## src/rtl/kpcc_pkg.sv

```systemverilog
// Shared types, constants and a helper function for the k-bit code coverage checker.
`timescale 1ns / 1ps
package kpcc_pkg;

  localparam int MAX_CODE_BITS_DEF = 16;
  localparam int LEN_W             = 5;
  localparam int COUNT_W           = 17;
  localparam int EPOCH_W           = 8;

  localparam logic [LEN_W-1:0]   LEN_RESET = 5'd1;
  localparam logic [EPOCH_W-1:0] EPOCH_CLR = '0;
  localparam logic [EPOCH_W-1:0] EPOCH_START = 8'd1;
  localparam logic [EPOCH_W-1:0] EPOCH_LAST = '1;

  typedef struct packed {
    logic bit_in;
    logic new_string;
  } in_item_t;

  typedef struct packed {
    logic [COUNT_W-1:0] distinct_count;
    logic               all_seen;
    logic               window_full;
  } out_item_t;

  typedef struct packed {
    logic               valid;
    logic               new_string;
    logic               full;
    logic [LEN_W-1:0]   k;
    logic [EPOCH_W-1:0] tag;
  } probe_t;

  typedef struct packed {
    logic busy;
    logic epoch_at_last;
  } clr_status_t;

  // Lengths of zero map to one, lengths above the built maximum map to the maximum.
  function automatic logic [LEN_W-1:0] eff_len(input logic [LEN_W-1:0] len,
                                               input logic [LEN_W-1:0] kmax);
    logic [LEN_W-1:0] res;
    if (len == '0) begin
      res = 5'd1;
    end else if (len > kmax) begin
      res = kmax;
    end else begin
      res = len;
    end
    return res;
  endfunction

endpackage

```

## src/rtl/kpcc_window.sv

```systemverilog
// Window shift register, bit count, restart epoch and the seen-map clearing sequencer.
`timescale 1ns / 1ps
module kpcc_window import kpcc_pkg::*; #(
  parameter int MAX_CODE_BITS = MAX_CODE_BITS_DEF
) (
  input  logic                     clk,
  input  logic                     rst,
  input  logic                     accept,
  input  in_item_t                 in_data,
  input  logic [LEN_W-1:0]         k,
  input  logic                     clr_req,
  output logic [MAX_CODE_BITS-1:0] code,
  output probe_t                   probe,
  output clr_status_t              status,
  output logic [MAX_CODE_BITS-1:0] clr_addr
);

  logic [MAX_CODE_BITS-1:0] window;
  logic [MAX_CODE_BITS-1:0] win_base;
  logic [MAX_CODE_BITS:0]   win_shift;
  logic [MAX_CODE_BITS-1:0] window_next;
  logic [MAX_CODE_BITS-1:0] code_mask;
  logic [LEN_W-1:0]         bits_received;
  logic [LEN_W-1:0]         bits_base;
  logic [LEN_W-1:0]         bits_received_next;
  logic [EPOCH_W-1:0]       epoch;
  logic [EPOCH_W-1:0]       epoch_next;
  logic                     busy;

  always_comb begin
    win_base           = in_data.new_string ? '0 : window;
    win_shift          = {win_base, in_data.bit_in};
    window_next        = win_shift[MAX_CODE_BITS-1:0];
    bits_base          = in_data.new_string ? '0 : bits_received;
    bits_received_next = (bits_base < k) ? bits_base + 5'd1 : bits_base;
    epoch_next         = in_data.new_string ? epoch + 8'd1 : epoch;
    code_mask          = ~({MAX_CODE_BITS{1'b1}} << k);
    code               = window_next & code_mask;
  end

  assign probe.valid      = accept;
  assign probe.new_string = in_data.new_string;
  assign probe.full       = (bits_received_next >= k);
  assign probe.k          = k;
  assign probe.tag        = epoch_next;

  assign status.busy          = busy;
  assign status.epoch_at_last = (epoch == EPOCH_LAST);

  always_ff @(posedge clk) begin
    if (rst) begin
      window        <= '0;
      bits_received <= '0;
      epoch         <= EPOCH_CLR;
      busy          <= 1'b1;
      clr_addr      <= '0;
    end else begin
      if (busy) begin
        clr_addr <= clr_addr + {{(MAX_CODE_BITS-1){1'b0}}, 1'b1};
        if (clr_addr == {MAX_CODE_BITS{1'b1}}) begin
          busy  <= 1'b0;
          epoch <= EPOCH_START;
        end
      end else if (clr_req) begin
        busy     <= 1'b1;
        clr_addr <= '0;
      end else if (accept) begin
        window        <= window_next;
        bits_received <= bits_received_next;
        epoch         <= epoch_next;
      end
    end
  end

endmodule

```

## config.mk

```make
export PLATFORM = sky130hd
export DESIGN_NAME = kpcc_window
export DESIGN_NICKNAME = d
export VERILOG_FILES = /design/src/rtl/kpcc_pkg.sv /design/src/rtl/kpcc_window.sv
export SDC_FILE = /design/constraint.sdc
export NUM_CORES = 1
export LEC_CHECK = 0
export BUFFER_PORTS_ARGS = -buffer_cell sky130_fd_sc_hd__buf_2
export CAP_MARGIN = 20
export CORE_ASPECT_RATIO = 2
export CORE_MARGIN = 4
export CORE_UTILIZATION = 54
export CTS_CLUSTER_DIAMETER = 200
export CTS_CLUSTER_SIZE = 20
export DETAILED_ROUTE_END_ITERATION = 8
export PLACE_DENSITY = 0.86
export SYNTH_ARGS = -nofsm -noshare
export SYNTH_HDL_FRONTEND = slang
export SYNTH_SLANG_ARGS = --single-unit
```

## constraint.sdc

```tcl
create_clock -name clk -period 3.4 [get_ports clk]
set_clock_uncertainty 0.2 [all_clocks]
set_input_delay 0.17 -clock clk [delete_from_list [all_inputs] [get_ports clk]]
set_output_delay 0.17 -clock clk [all_outputs]
set_load 0.03 [all_outputs]
```

# Word-level counts from Yosys, hierarchy flattened
# Cells that the tools add are included.
# totals
ff_bits	45
wordCells	36
# op_classes
n_reduce_logical	4
eq_ne	4
muxes	13
n_shift	1
n_addsub	3
n_lt_le_gt_ge	2
n_bitwise	4
# op_table
cell	n
$mux W8	5
$mux W16	2
$add A16 B1 Y16 const B	1
$and A16 B16 Y16	1
$eq A16 B16 Y1 const B	1
$not A16 Y16	1
$shl A16 B5 Y16 const A	1
$mux W15	1
$mux W5	2
$add A8 B1 Y8 const B	1
$eq A8 B8 Y1 const B	1
$reduce_and A3 Y1	2
$add A5 B1 Y5 const B	1
$ge A5 B5 Y1	1
$lt A5 B5 Y1	1
$ne A2 B1 Y1 const B	2
$reduce_bool A2 Y1	2
$mux W1	3
$not A1 Y1	2

# Depth between registers and ports, before layout
# Gate-level depths: netlist of the first run.
# depth
depth_word	5
depth_mapped	13
mapped_depth_nobuf	12

# Worst setup path after synthesis of the first run
# Ideal clock, no wire load.
# synth_path
kind	reg-to-output
startpoint	reg bits_received[2]
endpoint	out probe[13] (netlist name)
required_time_ps	3030
arrival_ps	2789
path_stages_with_launch	12
path_slack_ps	241
path_buffers	1
cell_sequence	dfxtp_1 nor2b_1 ha_1 a21oi_1 nor2_1 or4b_1 buf_2 or3_1 nand2_1 ha_1 nor2_1 a21oi_1
# synth_lines
item	line	rtl
from (decl)	kpcc_window.sv:23	logic [LEN_W-1:0] bits_received;
from (signal assigned)	kpcc_window.sv:69	bits_received <= bits_received_next;
to (decl)	kpcc_window.sv:13	output probe_t probe,

==> results.json, run 1 <==
{
  "status": "finished clean",
  "critPathMaxStageDelay_ps": 350,
  "coreArea_um2": 4690,
  "initial_core_util": 0.562,
  "num_rows": 35,
  "die_area_um2": 6130,
  "finalHoldViolations": 0,
  "yosysSeqAreaShare": 0.342,
  "worst_path_dominant_cell_family": "simple AND/OR/NAND/NOR gates",
  "die_w_um": 57.4,
  "root_buffer": "clkbuf_8",
  "layout.nets": 412,
  "fp.dieH_um": 107,
  "synthArstFlopShare": 0,
  "criticalPathCategory": "reg2out",
  "drive_gt1_frac": 0.223,
  "diodes": 0,
  "max_freq_ghz": 0.307,
  "synth_seq_cells": 45,
  "ys_types": 44,
  "h-tree-depth": 2,
  "irDropWorstVdd_uv": 377,
  "layout_min_cycle_time_ps": 3260,
  "slowest_stage": "dfxtp_1",
  "io_buffer_count": 60,
  "routed_wirelength_um": 6620,
  "synth_edf_count": 0,
  "synth_cells": 343,
  "globalplace.congestion": 0.866,
  "slew_violations": 0,
  "vias": 2642,
  "drc": 0,
  "drt_iter0_markers": 118,
  "tightest_slew_ps": 859,
  "ff2ff_setup_slack_ps": 820,
  "dp_slack_ps": 336,
  "final_util": 0.657,
  "startpoint_type": "flop",
  "synth_nets": 366,
  "dp_cells": 436,
  "hold_class": "in2reg",
  "cts.sinks": 45,
  "fin_tns_setup_ps": 0,
  "wl_per_cell_um": 14.9,
  "syn_to_final_growth_pct": 16.9,
  "critPathArrivalTime_ps": 2890,
  "grt_max_degree": 49,
  "dr.pass1.iters": 4,
  "grt_overflow": 0,
  "rsz0062_at_grt": "false",
  "dpl.hpwl_um": 4830,
  "fin_crit_sh": 0.959,
  "worstPathBufferInverterCount": 2,
  "setup_viol": 0,
  "fill_cells": 415,
  "clock_latency_ps": 300,
  "yosys_warnings": 0,
  "leakagePower_nw": 1.31,
  "grtUsageTotal": 0.212,
  "io_pins": 61,
  "end_kind": "primary output",
  "required_ps": 3030,
  "clk_path_buf_depth": 2,
  "cts_buffers": 5,
  "clk_pin_slew_ps": 90,
  "ys.flop_type": "dfxtp_1",
  "cts_tree": "built",
  "syn_area_um2": 2640,
  "syn-mean-instance-area_um2": 7.68,
  "power.density_nw_per_um2": 361,
  "ant_nets": 0,
  "grt_antenna_before_repair": 0,
  "via_per_inst": 5.94,
  "post_cts_buffers": 0,
  "grt_pass1_vias": 2427,
  "slew-limit-headroom": 0.427,
  "cp_cell_sequence": "nor2b_2, ha_1, nand4_1, a21oi_2, nor3_1, buf_4, xnor2_1, ha_1, nand2b_1, a21oi_1, nor2b_1, o21ai_0, a21oi_1, buf_2",
  "maxCapViolations": 0,
  "final_cells": 445,
  "path_max_fanout": 6,
  "fin_ws_ps": 141,
  "grt_pass1_wl_um": 10600
}
tightest hold or removal path, stage by stage:
cell and delay (ps):
buf_2 110, nor3b_1 50, a21oi_1 110, nor2_1 50
logic make-up (layout without fill, tap and decap cells):
kind of cell / after synthesis / in the layout / synth area share
simple gates: 155 / 155 / 0.302
compound gates: 77 / 77 / 0.174
flops: 45 / 45 / 0.342
buf+inv: 37 / 84 / 0.0646
fa+ha+maj: 12 / 12 / 0.0570
xor+xnor: 12 / 12 / 0.0399
mux: 5 / 5 / 0.0199
stage by stage:
step	area (um2)	power, mW	hold WS (ps)
2_1_floorplan	2640	0.608	106
3_3_place_gp	2910	0.628	227
3_5_place_dp	2910	0.630	240
4_1_cts	3060	1.12	21.6
5_1_grt	3080	1.14	60.6
6_report	3080	1.11	29.8
final cells by class:
type / count / area [um2] / area share
timing repair buffer: 67 / 355 / 0.115
clock buffer: 5 / 68.8 / 0.0223
clock inverter: 3 / 68.8 / 0.0223
tap: 55 / 68.8 / 0.0223
sequential: 45 / 902 / 0.293
multi-input combinational: 261 / 1580 / 0.514
inverter: 9 / 33.8 / 0.0110
state kept, by name, summed over array words and instances (netlist names):
signal         cells
bits_received      5
busy               1
clr_addr          16
epoch              8
window            15
Yosys cell counts, types with 5 or more instances:
library cell | count | area, um2
dfxtp_1 | 45 | 901
a21oi_1 | 38 | 190
nand2_1 | 36 | 135
nor2_1 | 33 | 124
clkbuf_1 | 18 | 67.6
nand3_1 | 16 | 80.1
ha_1 | 12 | 150
nand3b_1 | 12 | 90.1
o21ai_0 | 12 | 60.1
inv_1 | 9 | 33.8
nor2b_1 | 9 | 56.3
nor3_1 | 9 | 45.0
buf_4 | 8 | 60.1
nand2b_1 | 8 | 50.1
nand4_1 | 8 | 50.1
xnor2_1 | 6 | 52.6
xor2_1 | 6 | 52.6
a22oi_1 | 5 | 37.5
a31oi_1 | 5 | 31.3
or3_1 | 5 | 31.3
final timing paths:
kind                                 startpoint                            end  depth (start not counted)
setup reg to reg  bits_received[3]$_SDFFE_PP0P_  bits_received[4]$_SDFFE_PP0P_                          7
setup / recovery  bits_received[3]$_SDFFE_PP0P_                      probe[13]                         14
hold / removal                          clr_req       clr_addr[1]$_SDFFE_PP0P_                          4
hold reg to reg         window[14]$_SDFFE_PP0P_        window[14]$_SDFFE_PP0P_                          2
layout by cell type (no fill, tap or decap), types with 3 or more instances in the layout:
cell type / instances
buf_2: 60
dfxtp_1: 44
a21oi_1: 37
nand2_1: 36
nor2_1: 33
nand3_1: 16
o21ai_0: 12
nand3b_1: 12
ha_1: 12
nor3_1: 9
inv_1: 9
nand2b_1: 8
nand4_1: 8
xor2_1: 6
xnor2_1: 6
buf_4: 6
or3_1: 5
nor2b_1: 5
a31oi_1: 5
a22oi_1: 5
clkbuf_8: 5
nor2b_2: 4
and2_1: 4
or2_2: 4
nor3b_1: 3
mux2i_1: 3
o211ai_1: 3
routing by layer:
layer | GRT usage | part of all wire
met4 | 0.116 | 0.029
met1 | 0.213 | 0.37
met3 | 0.0265 | 0.055
met5 | 0 | 0
met2 | 0.400 | 0.54
repair_timing:
action / 4_1_cts / 5_1_grt
resized for setup: 1 / 6
hold buffers: 1 / 0
setup endpoints to repair: 1 / 1
hold endpoints to repair: 1 / 0
power breakdown:
part / internal, mW / leakage (nW) / switching [mW]
Combinational: 0.0258 / 0.876 / 0.0599
Sequential: 0.530 / 0.363 / 0.00422
Clock: 0.296 / 0.0687 / 0.197
Total: 0.851 / 1.31 / 0.261
Power figures use the tool's default switching activity.
==> inputs of run 2 (changes only) <==
--- a/config.mk
+++ b/config.mk
@@ -13,6 +13,7 @@
 export CTS_CLUSTER_DIAMETER = 200
 export CTS_CLUSTER_SIZE = 20
 export DETAILED_ROUTE_END_ITERATION = 8
+export GPL_TIMING_DRIVEN = 0
 export PLACE_DENSITY = 0.86
 export SYNTH_ARGS = -nofsm -noshare
 export SYNTH_HDL_FRONTEND = slang
==> results.json, run 2 (synthesis results as in run 1) <==
{
  "status": "finished clean",
  "hold_class": "in2reg",
  "routed_wirelength_um": 7430,
  "io_pins": 61,
  "drive_gt1_frac": 0.238,
  "initial_core_util": 0.562,
  "coreArea_um2": 4690,
  "fp.dieH_um": 107,
  "crit_top_cell": "buf_4",
  "via_per_inst": 5.87,
  "power.density_nw_per_um2": 299,
  "cts.sinks": 45,
  "cp_cell_sequence": "nor2b_4, ha_4, nand4_1, a21oi_2, or4b_1, buf_4, or3_1, nand2_1, ha_1, nor2_1, a21oi_1, buf_4",
  "critPathArrivalTime_ps": 2900,
  "grt_pass1_vias": 2504,
  "die_w_um": 57.4,
  "leakagePower_nw": 1.35,
  "ff2ff_setup_slack_ps": 750,
  "top_register": "clr_addr",
  "irDropWorstVdd_uv": 275,
  "fill_cells": 400,
  "clk_pin_slew_ps": 90,
  "wl_per_cell_um": 15.8,
  "cts_buffers": 5,
  "vias": 2766,
  "h-tree-depth": 2,
  "whs_ps": 34.1,
  "diodes": 0,
  "fin_tns_setup_ps": 0,
  "clk_path_buf_depth": 2,
  "path_max_fanout": 6,
  "multi_input_area_um2": 1640,
  "cts_tree": "built",
  "layout_min_cycle_time_ps": 3270,
  "io_buffer_count": 57,
  "tightest_slew_ps": 648,
  "finalHoldViolations": 0,
  "ant_nets": 0,
  "slew_violations": 0,
  "r2r_start": "clr_addr[3]$_SDFFE_PP0P_",
  "grt_antenna_before_repair": 0,
  "required_ps": 3030,
  "reg2reg_depth": 6,
  "layout.nets": 438,
  "slew-limit-headroom": 0.564,
  "placed_area_um2": 2990,
  "final_common_cell": "buf_2",
  "setup_viol": 0,
  "die_area_um2": 6130,
  "grt_pass1_wl_um": 11500,
  "critical_path.startpoint": "bits_received[3]$_SDFFE_PP0P_",
  "fin_crit_sh": 0.963,
  "total_power_mw": 0.964,
  "dr.pass1.iters": 4,
  "startpoint_type": "flop",
  "drt_iter0_markers": 122,
  "end_kind": "primary output",
  "num_rows": 35,
  "max_freq_ghz": 0.305,
  "r2r_end": "epoch[5]$_SDFFE_PP0P_",
  "syn_to_final_growth_pct": 22.6,
  "grtUsageTotal": 0.233,
  "drc": 0,
  "final_cell_area_um2": 3230,
  "clock_latency_ps": 300,
  "maxCapViolations": 0,
  "dpl.hpwl_um": 5360,
  "grt_overflow": 0,
  "root_buffer": "clkbuf_8",
  "grt_max_degree": 14,
  "slowest_stage": "or4b_1",
  "path_depth": 12,
  "endpoint": "probe[13]",
  "final_cell_mix": "buf_2 (56), dfxtp_1 (41), a21oi_1 (37)",
  "critPathMaxStageDelay_ps": 520,
  "globalplace.congestion": 0.855,
  "largestRegisters": "clr_addr x16, window x15, epoch x8",
  "seq_area_um2": 908,
  "worstPathBufferInverterCount": 2,
  "worst_path_dominant_cell_family": "simple AND/OR/NAND/NOR gates",
  "criticalPathCategory": "reg2out",
  "largest_reg_flops": 16
}
[run 2: changes by cell type in the layout (fill, tap and decap cells not counted), sizes merged]
cell | previous run | this run
buf | 66 | 73
bufinv | 2 | 0
clkbuf | 5 | 24
clkinv | 0 | 2
dlygate4sd3 | 1 | 2
inv | 10 | 9
[run 2: worst min-delay path by stage]
stage,from,endpoint,depth (start not counted)
after floorplan,in_data[1],window[0]$_SDFFE_PP0P_,2
after global placement,in_data[1],window[0]$_SDFFE_PP0P_,3
after detailed placement,in_data[1],window[0]$_SDFFE_PP0P_,3
after CTS,clr_req,clr_addr[1]$_SDFFE_PP0P_,4
after global routing,clr_req,busy$_SDFF_PP1_,3
final,clr_req,clr_addr[1]$_SDFFE_PP0P_,4
[run 2: what timing repair did]
| item | in CTS | in global routing |
|---|---|---|
| buffers inserted | 0 | 6 |
| hold buffers | 2 | 0 |
| resized for setup | 4 | 22 |
| setup endpoints to repair | 1 | 1 |
| hold endpoints to repair | 2 | 0 |
| pin swaps | 0 | 2 |
[run 2: final cells by class]
class	instances	share of cell area
Clock inverter	2	0.00310
Inverter	9	0.0105
Multi-Input combinational cell	261	0.508
Tap cell	55	0.0213
Buffer	28	0.0442
Clock buffer	6	0.0225
Timing Repair Buffer	65	0.109
Sequential cell	45	0.281
[run 2: routing by layer]
metal | up-vias | GRT usage | wire, um
met5 | - | 0 | 0
met3 | 20 | 0.0301 | 428
met1 | 1289 | 0.234 | 2620
met4 | 0 | 0.0929 | 217
li1 | 1351 | - | -
met2 | 106 | 0.458 | 4160
[run 2: power breakdown]
| group | internal (mW) | switching [mW] | total [mW] |
|---|---|---|---|
| Clock | 0.143 | 0.188 | 0.331 |
| Sequential | 0.529 | 0.00373 | 0.532 |
| Combinational | 0.0336 | 0.0674 | 0.101 |
[run 2: worst register-to-register path, stage by stage, from the launching register on]
cell and delay (ps):
dfxtp_1 330, clkbuf_1 260, nand4_1 320, nor3_1 640, a41oi_1 450, a22oi_1 260
nor2_1 50
[run 2: stage by stage]
stage	setup WS, ps	util	std cells
global route	-47.8	0.689	471
floorplan	241	-	343
CTS	17.3	0.663	465
finish	126	0.689	471
global placement	-73.2	0.638	455
detailed placement	-74.6	0.638	455
==> inputs of run 3 (changes only) <==
--- a/config.mk
+++ b/config.mk
@@ -14,7 +14,7 @@
 export CTS_CLUSTER_SIZE = 20
 export DETAILED_ROUTE_END_ITERATION = 8
 export GPL_TIMING_DRIVEN = 0
-export PLACE_DENSITY = 0.86
+export PLACE_DENSITY_LB_ADDON = 0.3
 export SYNTH_ARGS = -nofsm -noshare
 export SYNTH_HDL_FRONTEND = slang
 export SYNTH_SLANG_ARGS = --single-unit
==> results.json, run 3 (synthesis results as in run 1) <==
{
  "status": "finished clean",
  "die_area_um2": 6130,
  "io_pins": 61,
  "leakagePower_nw": 1.34,
  "tightest_slew_ps": 699,
  "cts_buffers": 5,
  "cp_cell_sequence": "nor2b_4, ha_4, nand4_1, a21oi_2, or4b_1, buf_6, or3_1, nand2_1, ha_1, nor2_1, a21oi_1, buf_4",
  "syn_to_final_growth_pct": 22.0,
  "routed_wirelength_um": 7360,
  "io_buffer_count": 57,
  "wl_per_cell_um": 15.7,
  "dpl.hpwl_um": 5430,
  "end_kind": "primary output",
  "cts.sinks": 45,
  "cts_tree": "built",
  "startpoint_type": "flop",
  "final_cell_mix": "buf_2 (56), dfxtp_1 (41), nand2_1 (36), a21oi_1 (36), nor2_1 (32)",
  "holdPathStages": 4,
  "root_buffer": "clkbuf_8",
  "min-delay-start": "clr_req",
  "path_max_fanout": 6,
  "num_rows": 35,
  "h-tree-depth": 2,
  "slew-limit-headroom": 0.530,
  "grt_pass1_wl_um": 12000,
  "reg2reg_depth": 6,
  "grtUsageTotal": 0.246,
  "max_freq_ghz": 0.296,
  "slowest_stage": "or4b_1",
  "final_common_cell": "buf_2",
  "layout.nets": 435,
  "initial_core_util": 0.562,
  "r2r_start": "clr_addr[3]$_SDFFE_PP0P_",
  "irDropWorstVdd_uv": 413,
  "fp.dieH_um": 107,
  "grt_antenna_before_repair": 0,
  "power.density_nw_per_um2": 300,
  "vias": 2748,
  "finalHoldViolations": 0,
  "maxCapViolations": 0,
  "drc": 0,
  "whs_ps": 35.2,
  "critPathMaxStageDelay_ps": 530,
  "ant_nets": 0,
  "critPathArrivalTime_ps": 3010,
  "total_power_mw": 0.966,
  "layout_min_cycle_time_ps": 3380,
  "drive_gt1_frac": 0.237,
  "final_cells": 468,
  "fin_crit_sh": 0.993,
  "clock_latency_ps": 300,
  "grt_max_degree": 15,
  "via_per_inst": 5.87,
  "die_w_um": 57.4,
  "dr.pass1.iters": 4,
  "diodes": 0,
  "slew_violations": 0,
  "top_register": "clr_addr",
  "globalplace.congestion": 0.875,
  "criticalPathCategory": "reg2out",
  "ff2ff_setup_slack_ps": 700,
  "required_ps": 3030,
  "clk_path_buf_depth": 2,
  "largest_reg_flops": 16,
  "r2r_end": "epoch[1]$_SDFFE_PP0P_",
  "setup_viol": 0,
  "coreArea_um2": 4690,
  "hold_class": "in2reg",
  "clk_pin_slew_ps": 90,
  "grt_pass1_vias": 2667,
  "hold_path_end": "clr_addr[1]$_SDFFE_PP0P_",
  "dp_cells": 455,
  "final_util": 0.686,
  "drt_iter0_markers": 121,
  "largestRegisters": "clr_addr x16, window x15, epoch x8",
  "grt_overflow": 0
}
-- run 3: per-stage QoR --
stage	setup TNS, ps	setup WS (ps)	cell area, um2
final	0	22.3	3210
after global routing	-84.5	-84.5	3210
after CTS	0	11.0	3110
after detailed placement	-138	-138	2990
after global placement	-60.7	-60.7	2990
after floorplan	0	241	2640
-- run 3: what timing repair did --
action	CTS	global route
endpoints found under the hold margin	2	0
setup buffers	0	3
pin swaps	0	3
gates cloned	0	0
endpoints found under the setup margin	1	1
resized for setup	5	22
hold buffers	2	0
-- run 3: critical path, delay by kind of cell (launching register included) --
kind / cells / cell delay, ps
compound gates: 2 / 140
fa+ha+maj: 2 / 450
buf+inv: 2 / 320
flops: 1 / 380
simple gates: 6 / 1420
-- run 3: per-layer routing --
metal | GRT usage | up-vias | routed length (um)
met5 | 0 | - | 0
met4 | 0.108 | 0 | 188
met3 | 0.0398 | 16 | 400
met2 | 0.473 | 87 | 4120
met1 | 0.245 | 1302 | 2650
li1 | - | 1343 | -
-- run 3: power by group --
part	internal (mW)	switching [mW]	total, mW
logic	0.0334	0.0677	0.101
clock network	0.142	0.190	0.332
registers	0.529	0.00383	0.532
-- run 3: cell type report --
class / instances / area [um2]
flip-flops and latches: 45 / 908
clock buffers: 5 / 68.8
multi-input cells: 261 / 1640
clock inverters: 3 / 17.5
plain buffers: 28 / 146
fillers: 396 / 1470
well taps: 55 / 68.8
repair buffers: 62 / 330
inverters: 9 / 33.8
-- run 3: worst max path at each step --
stage / startpoint / endpoint / slack (ps) / depth (start not counted)
6_report: bits_received[2]$_SDFFE_PP0P_ / probe[13] / 20 / 12
5_1_grt: bits_received[2]$_SDFFE_PP0P_ / probe[13] / -80 / 12
4_1_cts: bits_received[2]$_SDFFE_PP0P_ / probe[13] / 10 / 12
3_5_place_dp: in_data[0] / probe[13] / -140 / 15
3_3_place_gp: in_data[0] / probe[13] / -60 / 15
2_1_floorplan: bits_received[2]$_SDFFE_PP0P_ / probe[13] / 240 / 11
